`src/hw/rtl/rgbwfe_pkg.sv`:
```
// ----------------------------------------------------------------------------
// rgbwfe_pkg
// Shared types and constants of the rgbw event fade engine: payload words,
// controller states, command and status groups between control and datapath.
// ----------------------------------------------------------------------------
package rgbwfe_pkg;

   // sizes
   localparam int NUM_LEVELS  = 5;
   localparam int NUM_IDS     = 6;
   localparam int BASE_W      = 56;
   localparam int LEVEL_W     = 8;
   localparam int MS_W        = 18;
   localparam int NUMER_W     = LEVEL_W + MS_W;
   localparam int CH_W        = 3;
   localparam int BIT_W       = 3;
   localparam int CSR_IDX_W   = 3;

   localparam int DEF_TICKS_PER_SECOND = 1000;

   // channel codes, in register order
   localparam logic [CH_W-1:0] CH_RED        = 3'd0;
   localparam logic [CH_W-1:0] CH_GREEN      = 3'd1;
   localparam logic [CH_W-1:0] CH_BLUE       = 3'd2;
   localparam logic [CH_W-1:0] CH_WHITE      = 3'd3;
   localparam logic [CH_W-1:0] CH_BRIGHTNESS = 3'd4;
   localparam logic [CH_W-1:0] CH_DURATION   = 3'd5;

   localparam logic [CH_W-1:0]    CH_LAST      = CH_BRIGHTNESS;
   localparam logic [BIT_W-1:0]   BIT_TOP      = 3'd7;
   localparam logic [LEVEL_W-1:0] LEVEL_FULL   = 8'hFF;

   // action codes
   localparam logic ACT_TICK  = 1'b0;
   localparam logic ACT_EVENT = 1'b1;

   typedef struct packed {
      logic        action;
      logic [63:0] ev_code;
   } req_type;

   typedef struct packed {
      logic [LEVEL_W-1:0] red;
      logic [LEVEL_W-1:0] green;
      logic [LEVEL_W-1:0] blue;
      logic [LEVEL_W-1:0] white;
      logic [LEVEL_W-1:0] brightness;
      logic               fade_active;
      logic               levels_changed;
   } rsp_type;

   typedef enum logic [2:0] {
      ST_IDLE,
      ST_EXEC,
      ST_MUL,
      ST_DIV,
      ST_WRITE,
      ST_DONE
   } state_type;

   typedef struct packed {
      logic             latch_req;
      logic             exec;
      logic             mul;
      logic             div_step;
      logic [BIT_W-1:0] div_bit;
      logic             write_lvl;
      logic [CH_W-1:0]  ch;
      logic             load_rsp;
   } ctrl_cmd_type;

   typedef struct packed {
      logic is_event;
      logic fading;
   } ctrl_sts_type;

endpackage

```
`src/hw/rtl/rgbwfe_ctrl.sv`:
```
// ----------------------------------------------------------------------------
// rgbwfe_ctrl
// Sequencer of the fade engine: handshakes, channel walk and division steps.
// ----------------------------------------------------------------------------
module rgbwfe_ctrl (
   input  logic                    clock,
   input  logic                    reset,
   input  logic                    req_valid,
   output logic                    req_ready,
   output logic                    rsp_valid,
   input  logic                    rsp_ready,
   input  rgbwfe_pkg::ctrl_sts_type sts,
   output rgbwfe_pkg::ctrl_cmd_type cmd
);

   rgbwfe_pkg::state_type state_ff, state_in;
   logic [rgbwfe_pkg::CH_W-1:0]  ch_ff, ch_in;
   logic [rgbwfe_pkg::BIT_W-1:0] bit_ff, bit_in;
   logic                         rsp_valid_ff, rsp_valid_in;

   // state and counters
   always_ff @(posedge clock) begin
      if (reset) begin
         state_ff     <= rgbwfe_pkg::ST_IDLE;
         ch_ff        <= '0;
         bit_ff       <= '0;
         rsp_valid_ff <= 1'b0;
      end else begin
         state_ff     <= state_in;
         ch_ff        <= ch_in;
         bit_ff       <= bit_in;
         rsp_valid_ff <= rsp_valid_in;
      end
   end

   // next state and commands
   always_comb begin
      state_in     = state_ff;
      ch_in        = ch_ff;
      bit_in       = bit_ff;
      rsp_valid_in = rsp_valid_ff && !rsp_ready;
      req_ready    = 1'b0;
      cmd          = '0;
      cmd.ch       = ch_ff;
      cmd.div_bit  = bit_ff;
      case (state_ff)
         rgbwfe_pkg::ST_IDLE: begin
            req_ready = 1'b1;
            if (req_valid) begin
               cmd.latch_req = 1'b1;
               state_in      = rgbwfe_pkg::ST_EXEC;
            end
         end
         rgbwfe_pkg::ST_EXEC: begin
            cmd.exec = 1'b1;
            ch_in    = '0;
            if (!sts.is_event && sts.fading) begin
               state_in = rgbwfe_pkg::ST_MUL;
            end else begin
               state_in = rgbwfe_pkg::ST_DONE;
            end
         end
         rgbwfe_pkg::ST_MUL: begin
            cmd.mul  = 1'b1;
            bit_in   = rgbwfe_pkg::BIT_TOP;
            state_in = rgbwfe_pkg::ST_DIV;
         end
         rgbwfe_pkg::ST_DIV: begin
            cmd.div_step = 1'b1;
            bit_in       = bit_ff - 1'b1;
            if (bit_ff == '0) begin
               state_in = rgbwfe_pkg::ST_WRITE;
            end
         end
         rgbwfe_pkg::ST_WRITE: begin
            cmd.write_lvl = 1'b1;
            ch_in         = ch_ff + 1'b1;
            if (ch_ff == rgbwfe_pkg::CH_LAST) begin
               state_in = rgbwfe_pkg::ST_DONE;
            end else begin
               state_in = rgbwfe_pkg::ST_MUL;
            end
         end
         rgbwfe_pkg::ST_DONE: begin
            // wait for a free output slot
            if (!rsp_valid_ff || rsp_ready) begin
               cmd.load_rsp = 1'b1;
               rsp_valid_in = 1'b1;
               state_in     = rgbwfe_pkg::ST_IDLE;
            end
         end
         default: begin
            state_in = rgbwfe_pkg::ST_IDLE;
         end
      endcase
   end

   assign rsp_valid = rsp_valid_ff;

endmodule

```
`src/hw/rtl/rgbwfe_datapath.sv`:
```
// ----------------------------------------------------------------------------
// rgbwfe_datapath
// Id match, level stores, fade timer and shared multiply / restoring divider.
// ----------------------------------------------------------------------------
module rgbwfe_datapath #(
   parameter int unsigned TICKS_PER_SECOND = rgbwfe_pkg::DEF_TICKS_PER_SECOND
) (
   input  logic                                clock,
   input  logic                                reset,
   input  rgbwfe_pkg::req_type                 req_data,
   input  logic                                csr_we,
   input  logic [rgbwfe_pkg::CSR_IDX_W-1:0]    csr_index,
   input  logic [rgbwfe_pkg::BASE_W-1:0]       csr_wdata,
   input  rgbwfe_pkg::ctrl_cmd_type            cmd,
   output rgbwfe_pkg::ctrl_sts_type            sts,
   output rgbwfe_pkg::rsp_type                 rsp_data
);

   localparam int LW = rgbwfe_pkg::LEVEL_W;
   localparam int MW = rgbwfe_pkg::MS_W;
   localparam int NW = rgbwfe_pkg::NUMER_W;
   localparam int NL = rgbwfe_pkg::NUM_LEVELS;
   localparam int NI = rgbwfe_pkg::NUM_IDS;

   logic [rgbwfe_pkg::BASE_W-1:0] base_ff [NI];
   rgbwfe_pkg::req_type           in_ff;
   logic [LW-1:0] pend_ff  [NL];
   logic [LW-1:0] start_ff [NL];
   logic [LW-1:0] tgt_ff   [NL];
   logic [LW-1:0] cur_ff   [NL];
   logic [MW-1:0] elapsed_ff;
   logic [MW-1:0] duration_ff;
   logic          fading_ff;
   logic          changed_ff;
   logic [NW-1:0] rem_ff, rem_in;
   logic [LW-1:0] quot_ff, quot_in;
   rgbwfe_pkg::rsp_type rsp_ff;

   // configuration
   always_ff @(posedge clock) begin
      if (reset) begin
         for (int i = 0; i < NI; i++) begin
            base_ff[i] <= '0;
         end
      end else if (csr_we && (int'(csr_index) < NI)) begin
         base_ff[csr_index] <= csr_wdata;
      end
   end

   // input word capture
   always_ff @(posedge clock) begin
      if (cmd.latch_req) begin
         in_ff <= req_data;
      end
   end

   // id match, lowest index wins
   logic [rgbwfe_pkg::BASE_W-1:0] ev_base;
   logic [LW-1:0]                 ev_value;
   logic                          hit;
   logic [rgbwfe_pkg::CH_W-1:0]   hit_ch;
   always_comb begin
      ev_base  = in_ff.ev_code[63:8];
      ev_value = in_ff.ev_code[7:0];
      hit      = 1'b0;
      hit_ch   = '0;
      for (int i = NI - 1; i >= 0; i--) begin
         if (base_ff[i] == ev_base) begin
            hit    = 1'b1;
            hit_ch = rgbwfe_pkg::CH_W'(i);
         end
      end
   end

   // fade duration in ticks
   logic [MW-1:0] dur_new;
   assign dur_new = MW'(MW'(ev_value) * MW'(TICKS_PER_SECOND));

   // per channel operands
   logic [LW-1:0] s_lv, t_lv, c_lv, diff, nv;
   logic          up, fade_end;
   logic [NW-1:0] numer, d_sh;
   always_comb begin
      s_lv     = start_ff[cmd.ch];
      t_lv     = tgt_ff[cmd.ch];
      c_lv     = cur_ff[cmd.ch];
      up       = (t_lv >= s_lv);
      diff     = up ? (t_lv - s_lv) : (s_lv - t_lv);
      numer    = NW'(diff) * NW'(elapsed_ff);
      if (!up) begin
         // round the step up when fading down, so the level rounds down
         numer = numer + NW'(duration_ff) - NW'(1);
      end
      fade_end = (elapsed_ff >= duration_ff);
      if (fade_end) begin
         nv = t_lv;
      end else if (up) begin
         nv = s_lv + quot_ff;
      end else begin
         nv = s_lv - quot_ff;
      end
      d_sh = NW'(duration_ff) << cmd.div_bit;
   end

   // restoring divider, one quotient bit per step
   always_comb begin
      rem_in  = rem_ff;
      quot_in = quot_ff;
      if (cmd.mul) begin
         rem_in  = numer;
         quot_in = '0;
      end else if (cmd.div_step && (rem_ff >= d_sh)) begin
         rem_in               = rem_ff - d_sh;
         quot_in[cmd.div_bit] = 1'b1;
      end
   end

   always_ff @(posedge clock) begin
      rem_ff  <= rem_in;
      quot_ff <= quot_in;
   end

   // level stores and fade timer
   always_ff @(posedge clock) begin
      if (reset) begin
         for (int i = 0; i < NL; i++) begin
            pend_ff[i]  <= (i == NL - 1) ? rgbwfe_pkg::LEVEL_FULL : '0;
            start_ff[i] <= (i == NL - 1) ? rgbwfe_pkg::LEVEL_FULL : '0;
            tgt_ff[i]   <= (i == NL - 1) ? rgbwfe_pkg::LEVEL_FULL : '0;
            cur_ff[i]   <= (i == NL - 1) ? rgbwfe_pkg::LEVEL_FULL : '0;
         end
         elapsed_ff  <= '0;
         duration_ff <= '0;
         fading_ff   <= 1'b0;
         changed_ff  <= 1'b0;
      end else begin
         if (cmd.latch_req) begin
            changed_ff <= 1'b0;
         end
         if (cmd.exec) begin
            if (in_ff.action == rgbwfe_pkg::ACT_EVENT) begin
               if (hit && (hit_ch != rgbwfe_pkg::CH_DURATION)) begin
                  pend_ff[hit_ch] <= ev_value;
               end else if (hit) begin
                  for (int i = 0; i < NL; i++) begin
                     start_ff[i] <= cur_ff[i];
                     tgt_ff[i]   <= pend_ff[i];
                  end
                  duration_ff <= dur_new;
                  elapsed_ff  <= '0;
                  if (dur_new == '0) begin
                     for (int i = 0; i < NL; i++) begin
                        cur_ff[i] <= pend_ff[i];
                     end
                     fading_ff  <= 1'b0;
                     changed_ff <= 1'b1;
                  end else begin
                     fading_ff <= 1'b1;
                  end
               end
            end else if (fading_ff && (elapsed_ff < duration_ff)) begin
               elapsed_ff <= elapsed_ff + 1'b1;
            end
         end
         if (cmd.write_lvl) begin
            cur_ff[cmd.ch] <= nv;
            if (nv != c_lv) begin
               changed_ff <= 1'b1;
            end
            if ((cmd.ch == rgbwfe_pkg::CH_LAST) && fade_end) begin
               fading_ff <= 1'b0;
            end
         end
      end
   end

   // result word register
   always_ff @(posedge clock) begin
      if (cmd.load_rsp) begin
         rsp_ff.red            <= cur_ff[rgbwfe_pkg::CH_RED];
         rsp_ff.green          <= cur_ff[rgbwfe_pkg::CH_GREEN];
         rsp_ff.blue           <= cur_ff[rgbwfe_pkg::CH_BLUE];
         rsp_ff.white          <= cur_ff[rgbwfe_pkg::CH_WHITE];
         rsp_ff.brightness     <= cur_ff[rgbwfe_pkg::CH_BRIGHTNESS];
         rsp_ff.fade_active    <= fading_ff;
         rsp_ff.levels_changed <= changed_ff;
      end
   end

   assign rsp_data     = rsp_ff;
   assign sts.is_event = (in_ff.action == rgbwfe_pkg::ACT_EVENT);
   assign sts.fading   = fading_ff;

endmodule

```
`src/hw/rtl/rgbw_event_fade_engine.sv`:
```
// ----------------------------------------------------------------------------
// rgbw_event_fade_engine
// Event driven rgbw level store with timed linear fades.
// ----------------------------------------------------------------------------
// Each accepted word gives one result word with the five current levels, the
// fade flag and a changed flag. An event report or a tick with no fade runs
// through exec to done. A tick during a fade walks the five channels, which
// share one multiplier and a restoring divider that yields one quotient bit
// a cycle: a multiply step, the divide steps and a level write per channel. A
// new word is taken once the sequencer is back in idle, even while the
// previous result waits on the output register. Id base registers are written
// through csr_we / csr_index / csr_wdata; indexes past the last are ignored.
// ----------------------------------------------------------------------------
module rgbw_event_fade_engine #(
   parameter int unsigned TICKS_PER_SECOND = rgbwfe_pkg::DEF_TICKS_PER_SECOND
) (
   input  logic                             clock,
   input  logic                             reset,
   input  logic                             req_valid,
   output logic                             req_ready,
   input  rgbwfe_pkg::req_type              req_data,
   output logic                             rsp_valid,
   input  logic                             rsp_ready,
   output rgbwfe_pkg::rsp_type              rsp_data,
   input  logic                             csr_we,
   input  logic [rgbwfe_pkg::CSR_IDX_W-1:0] csr_index,
   input  logic [rgbwfe_pkg::BASE_W-1:0]    csr_wdata
);

   rgbwfe_pkg::ctrl_cmd_type cmd;
   rgbwfe_pkg::ctrl_sts_type sts;

   // sequencer
   rgbwfe_ctrl u_ctrl (
      .clock     (clock),
      .reset     (reset),
      .req_valid (req_valid),
      .req_ready (req_ready),
      .rsp_valid (rsp_valid),
      .rsp_ready (rsp_ready),
      .sts       (sts),
      .cmd       (cmd)
   );

   // datapath
   rgbwfe_datapath #(
      .TICKS_PER_SECOND (TICKS_PER_SECOND)
   ) u_datapath (
      .clock     (clock),
      .reset     (reset),
      .req_data  (req_data),
      .csr_we    (csr_we),
      .csr_index (csr_index),
      .csr_wdata (csr_wdata),
      .cmd       (cmd),
      .sts       (sts),
      .rsp_data  (rsp_data)
   );

endmodule

```
`config.mk`:
```
export PLATFORM = sky130hd
export DESIGN_NAME = rgbw_event_fade_engine
export DESIGN_NICKNAME = d
export VERILOG_FILES = /design/src/hw/rtl/rgbwfe_pkg.sv /design/src/hw/rtl/rgbwfe_ctrl.sv /design/src/hw/rtl/rgbwfe_datapath.sv /design/src/hw/rtl/rgbw_event_fade_engine.sv
export SDC_FILE = /design/constraint.sdc
export NUM_CORES = 2
export LEC_CHECK = 0
export ABC_CLOCK_PERIOD_IN_PS = 26100
export BUFFER_PORTS_ARGS = -buffer_cell sky130_fd_sc_hd__buf_2
export CORE_AREA = 5 5 299 301
export CTS_BUF_LIST = sky130_fd_sc_hd__clkbuf_8
export DETAILED_ROUTE_END_ITERATION = 10
export DIE_AREA = 0 0 304 306
export PLACE_DENSITY = 0.68
export SYNTH_ARGS = -nofsm -noshare
export SYNTH_HDL_FRONTEND = slang
export SYNTH_SLANG_ARGS = --single-unit
```
`constraint.sdc`:
```
create_clock -name clock -period 26.1 [get_ports clock]
set_clock_uncertainty 0.15 [all_clocks]
set_input_delay 5.22 -clock clock [delete_from_list [all_inputs] [get_ports clock]]
set_output_delay 5.22 -clock clock [all_outputs]
set_load 0.02 [all_outputs]
```
==> out/qor.yml <==
status: "complete, no violations"
cts_resized: 0
cts_setup_buffers: 0
syn_nets: 4047
grt_first_pass_wirelength_mm: 167
synth-edff-count: 653
ios: 173
worstMarginPinSlew_ps: 1220
hold_viol_final: 0
crit_type: "flop to flop"
fin_crit_ps: 12010
drt_pre_antenna_iters: 6
yosys_most_used_dff: "edfxtp_1"
timing.fmax_mhz: 83.3
drcViolationCount: 0
grt_use_total_pct: 23.3
mostFrequentLayoutCell: "edfxtp_1"
start_util_pct: 47.4
ir_drop_v: 0.0000509
final_cell_mix: "edfxtp_1 (653), nor2_1 (409), inv_1 (376)"
num_vias: 27413
worstHoldStart: "u_datapath.changed_ff"
cts-root-buf: "clkbuf_8"
hold_end: "u_datapath.rsp_data[0]"
dieArea_sq_um: 93000
first_iter_violations: 2403
std_cell_rows: 108
drv_cap: 0
slew_headroom_pct: 18.2
reg2reg_to: "u_datapath.rem_ff[23]"
coreArea_sq_um: 86300
slew_viol_final: 0
worstHoldPathType: "flop to flop"
power.leakage_uw: 0.0179
holdBufCountCts: 0
port_buffers: 172
dpl.hpwl_mm: 80.2
yosysUniqueCellTypes: 80
r2r_cells: 41
fin_crit_sh_pct: 46.0
areaGrowthSynthToFinish_pct: 9.87
ys_seq_area_share_pct: 50.6
startpoint_type: "flop"
die_w_um: 304
clock_latency_ps: 760
required_ps: 26410
ys.warnings.count: 0
setup_viol: 0
first_global_vias: 27304
path_clk_slew_ps: 60
gp_congestion: 0.896
vias_per_cell: 5.49
min_path_cells: 0
worst_ep_arrival_time_ps: 12320
max_stage_delay_ps: 770
totalWireLength_mm: 111
grt_start_max_net_pins: 81
endpoint_kind: "flop"
rsz0062_at_grt: "false"
die_h_um: 306
clock_sinks: 709
power_density_nw_per_um2: 64.6
cts_tree: "yes"
ant_nets: 0
r2r_setup_slack_ps: 14090
htree_num_levels: 3
async_flop_share_pct: 0
cts_buffers: 113
globalRouteOverflowTotal: 0
syn-cell-area_sq_um: 40900
wire_per_inst_um: 22.2
nNetsFinal: 4188
ys_ff_latch: 709
cts_buffer_depth: 3
syn_inst: 3609
fill_cells: 7551
cpMaxStageDelayCell: "ha_1"
worst_hold_slack_ps: 294
tns_ps: 0
crit_path_max_fanout: 32
avgSynthCellArea_sq_um: 11.3
drive_gt1_share_pct: 11.6
antenna_found_initial: 3
## flip-flops by register name, indices dropped and copies added, names as in the netlist, named ones only
| name | flops |
|---|---|
| u_datapath.base_ff | 336 |
| u_datapath.cur_ff | 64 |
| u_datapath.ev_base | 56 |
| u_datapath.rsp_data | 42 |
| u_datapath.pend_ff | 40 |
| u_datapath.start_ff | 40 |
| u_datapath.tgt_ff | 40 |
| u_datapath.rem_ff | 26 |
| u_datapath.elapsed_ff | 18 |
| u_datapath.duration_ff | 15 |
| u_datapath.ev_value | 8 |
| u_datapath.quot_ff | 8 |
| u_ctrl.bit_ff | 3 |
| u_ctrl.ch_ff | 3 |
| u_ctrl.state_ff | 3 |
| u_ctrl.rsp_valid | 1 |
| u_datapath.changed_ff | 1 |
| u_datapath.fading_ff | 1 |
| u_datapath.sts | 1 |
## stage by stage
step	area (sq um)	utilization, %	worst slack, ps	power [uW]	cells
after detailed placement	42800	49.6	14230	2010	4790
after CTS	45000	52.1	14190	2920	4988
after global routing	45000	52.1	13300	3050	4989
after floorplan	40900	-	15210	1810	3609
after global placement	42800	49.6	14460	2000	4790
final	45000	52.1	14090	2910	4989
## layout make-up
type | instances | area [sq um] | area share [%]
Clock buffer | 116 | 1600 | 3.55
Timing Repair Buffer | 213 | 1170 | 2.60
Multi-Input combinational cell | 2365 | 18200 | 40.5
Clock inverter | 82 | 527 | 1.17
Tap cell | 1155 | 1450 | 3.21
Sequential cell | 709 | 20700 | 46.1
Inverter | 348 | 1310 | 2.91
Antenna cell | 1 | 2.50 | 0.00556
## power by group
group          switching [uW]  total (uW)  internal (uW)  leakage (uW)
registers                69.0        1380           1310       0.00661
clock network             444         916            472       0.00120
logic                     373         608            235        0.0101
## layer usage
metal | wire (um) | share of wire (%) | track usage, % | vias to the layer above
met5 | 0 | 0 | 0 | -
met1 | 44800 | 40 | 30.6 | 13417
met2 | 53700 | 49 | 39.6 | 1123
met3 | 8560 | 7.7 | 4.08 | 183
li1 | - | - | - | 12690
met4 | 3650 | 3.3 | 7.39 | 0
## cells by family after synthesis
| kind of cell | Yosys count | synth area share, % |
|---|---|---|
| AO/OA/AOI/OAI | 372 | 5.88 |
| XOR/XNOR | 445 | 9.52 |
| adder cells (fa/ha/maj) | 310 | 11.7 |
| buffers and inverters | 535 | 5.14 |
| flip-flops | 709 | 50.6 |
| multiplexers | 107 | 3.72 |
| AND/OR/NAND/NOR | 1131 | 13.4 |
## worst max-delay path by stage
stage	startpoint	endpoint	slack, ps	cells after the start
floorplan	flop	u_datapath.rem_ff[22]	15210	48
global placement	flop	u_datapath.rem_ff[23]	14460	41
detailed placement	flop	u_datapath.rem_ff[23]	14230	41
CTS	flop	u_datapath.rem_ff[23]	14190	41
global route	flop	u_datapath.rem_ff[23]	13300	41
finish	flop	u_datapath.rem_ff[23]	14090	41
## cells in the mapped netlist, types with 10 or more instances
library cell	number	area (sq um)
a211oi_1	13	97.6
a21o_1	30	225
a21oi_1	115	576
a31oi_1	10	62.6
and2_1	114	713
and3_1	20	125
buf_1	22	82.6
buf_2	62	310
clkbuf_1	99	372
dfxtp_1	56	1120
edfxtp_1	653	19600
fa_1	122	2440
ha_1	187	2340
inv_1	343	1290
mux2_2	11	124
mux2i_1	61	611
mux4_2	35	788
nand2_1	226	848
nand2b_1	43	269
nand3_1	27	135
nand4_1	62	388
nor2_1	411	1540
nor2b_1	53	332
nor3_1	36	180
nor4_1	76	475
o211ai_1	10	75.1
o21a_1	16	120
o21ai_0	59	295
o21bai_1	17	128
o22ai_1	32	200
or3_1	29	181
xnor2_1	196	1720
xor2_1	249	2180
## critical path: cells and delay by family, from the launching register on
| kind | cells | cell delay (ps) |
|---|---|---|
| flip-flops | 1 | 310 |
| AO/OA/AOI/OAI | 16 | 3390 |
| buffers and inverters | 5 | 1000 |
| adder cells (fa/ha/maj) | 8 | 3670 |
| XOR/XNOR | 2 | 310 |
| AND/OR/NAND/NOR | 5 | 1270 |
| multiplexers | 5 | 1630 |
(Power assumes the default switching activity.)
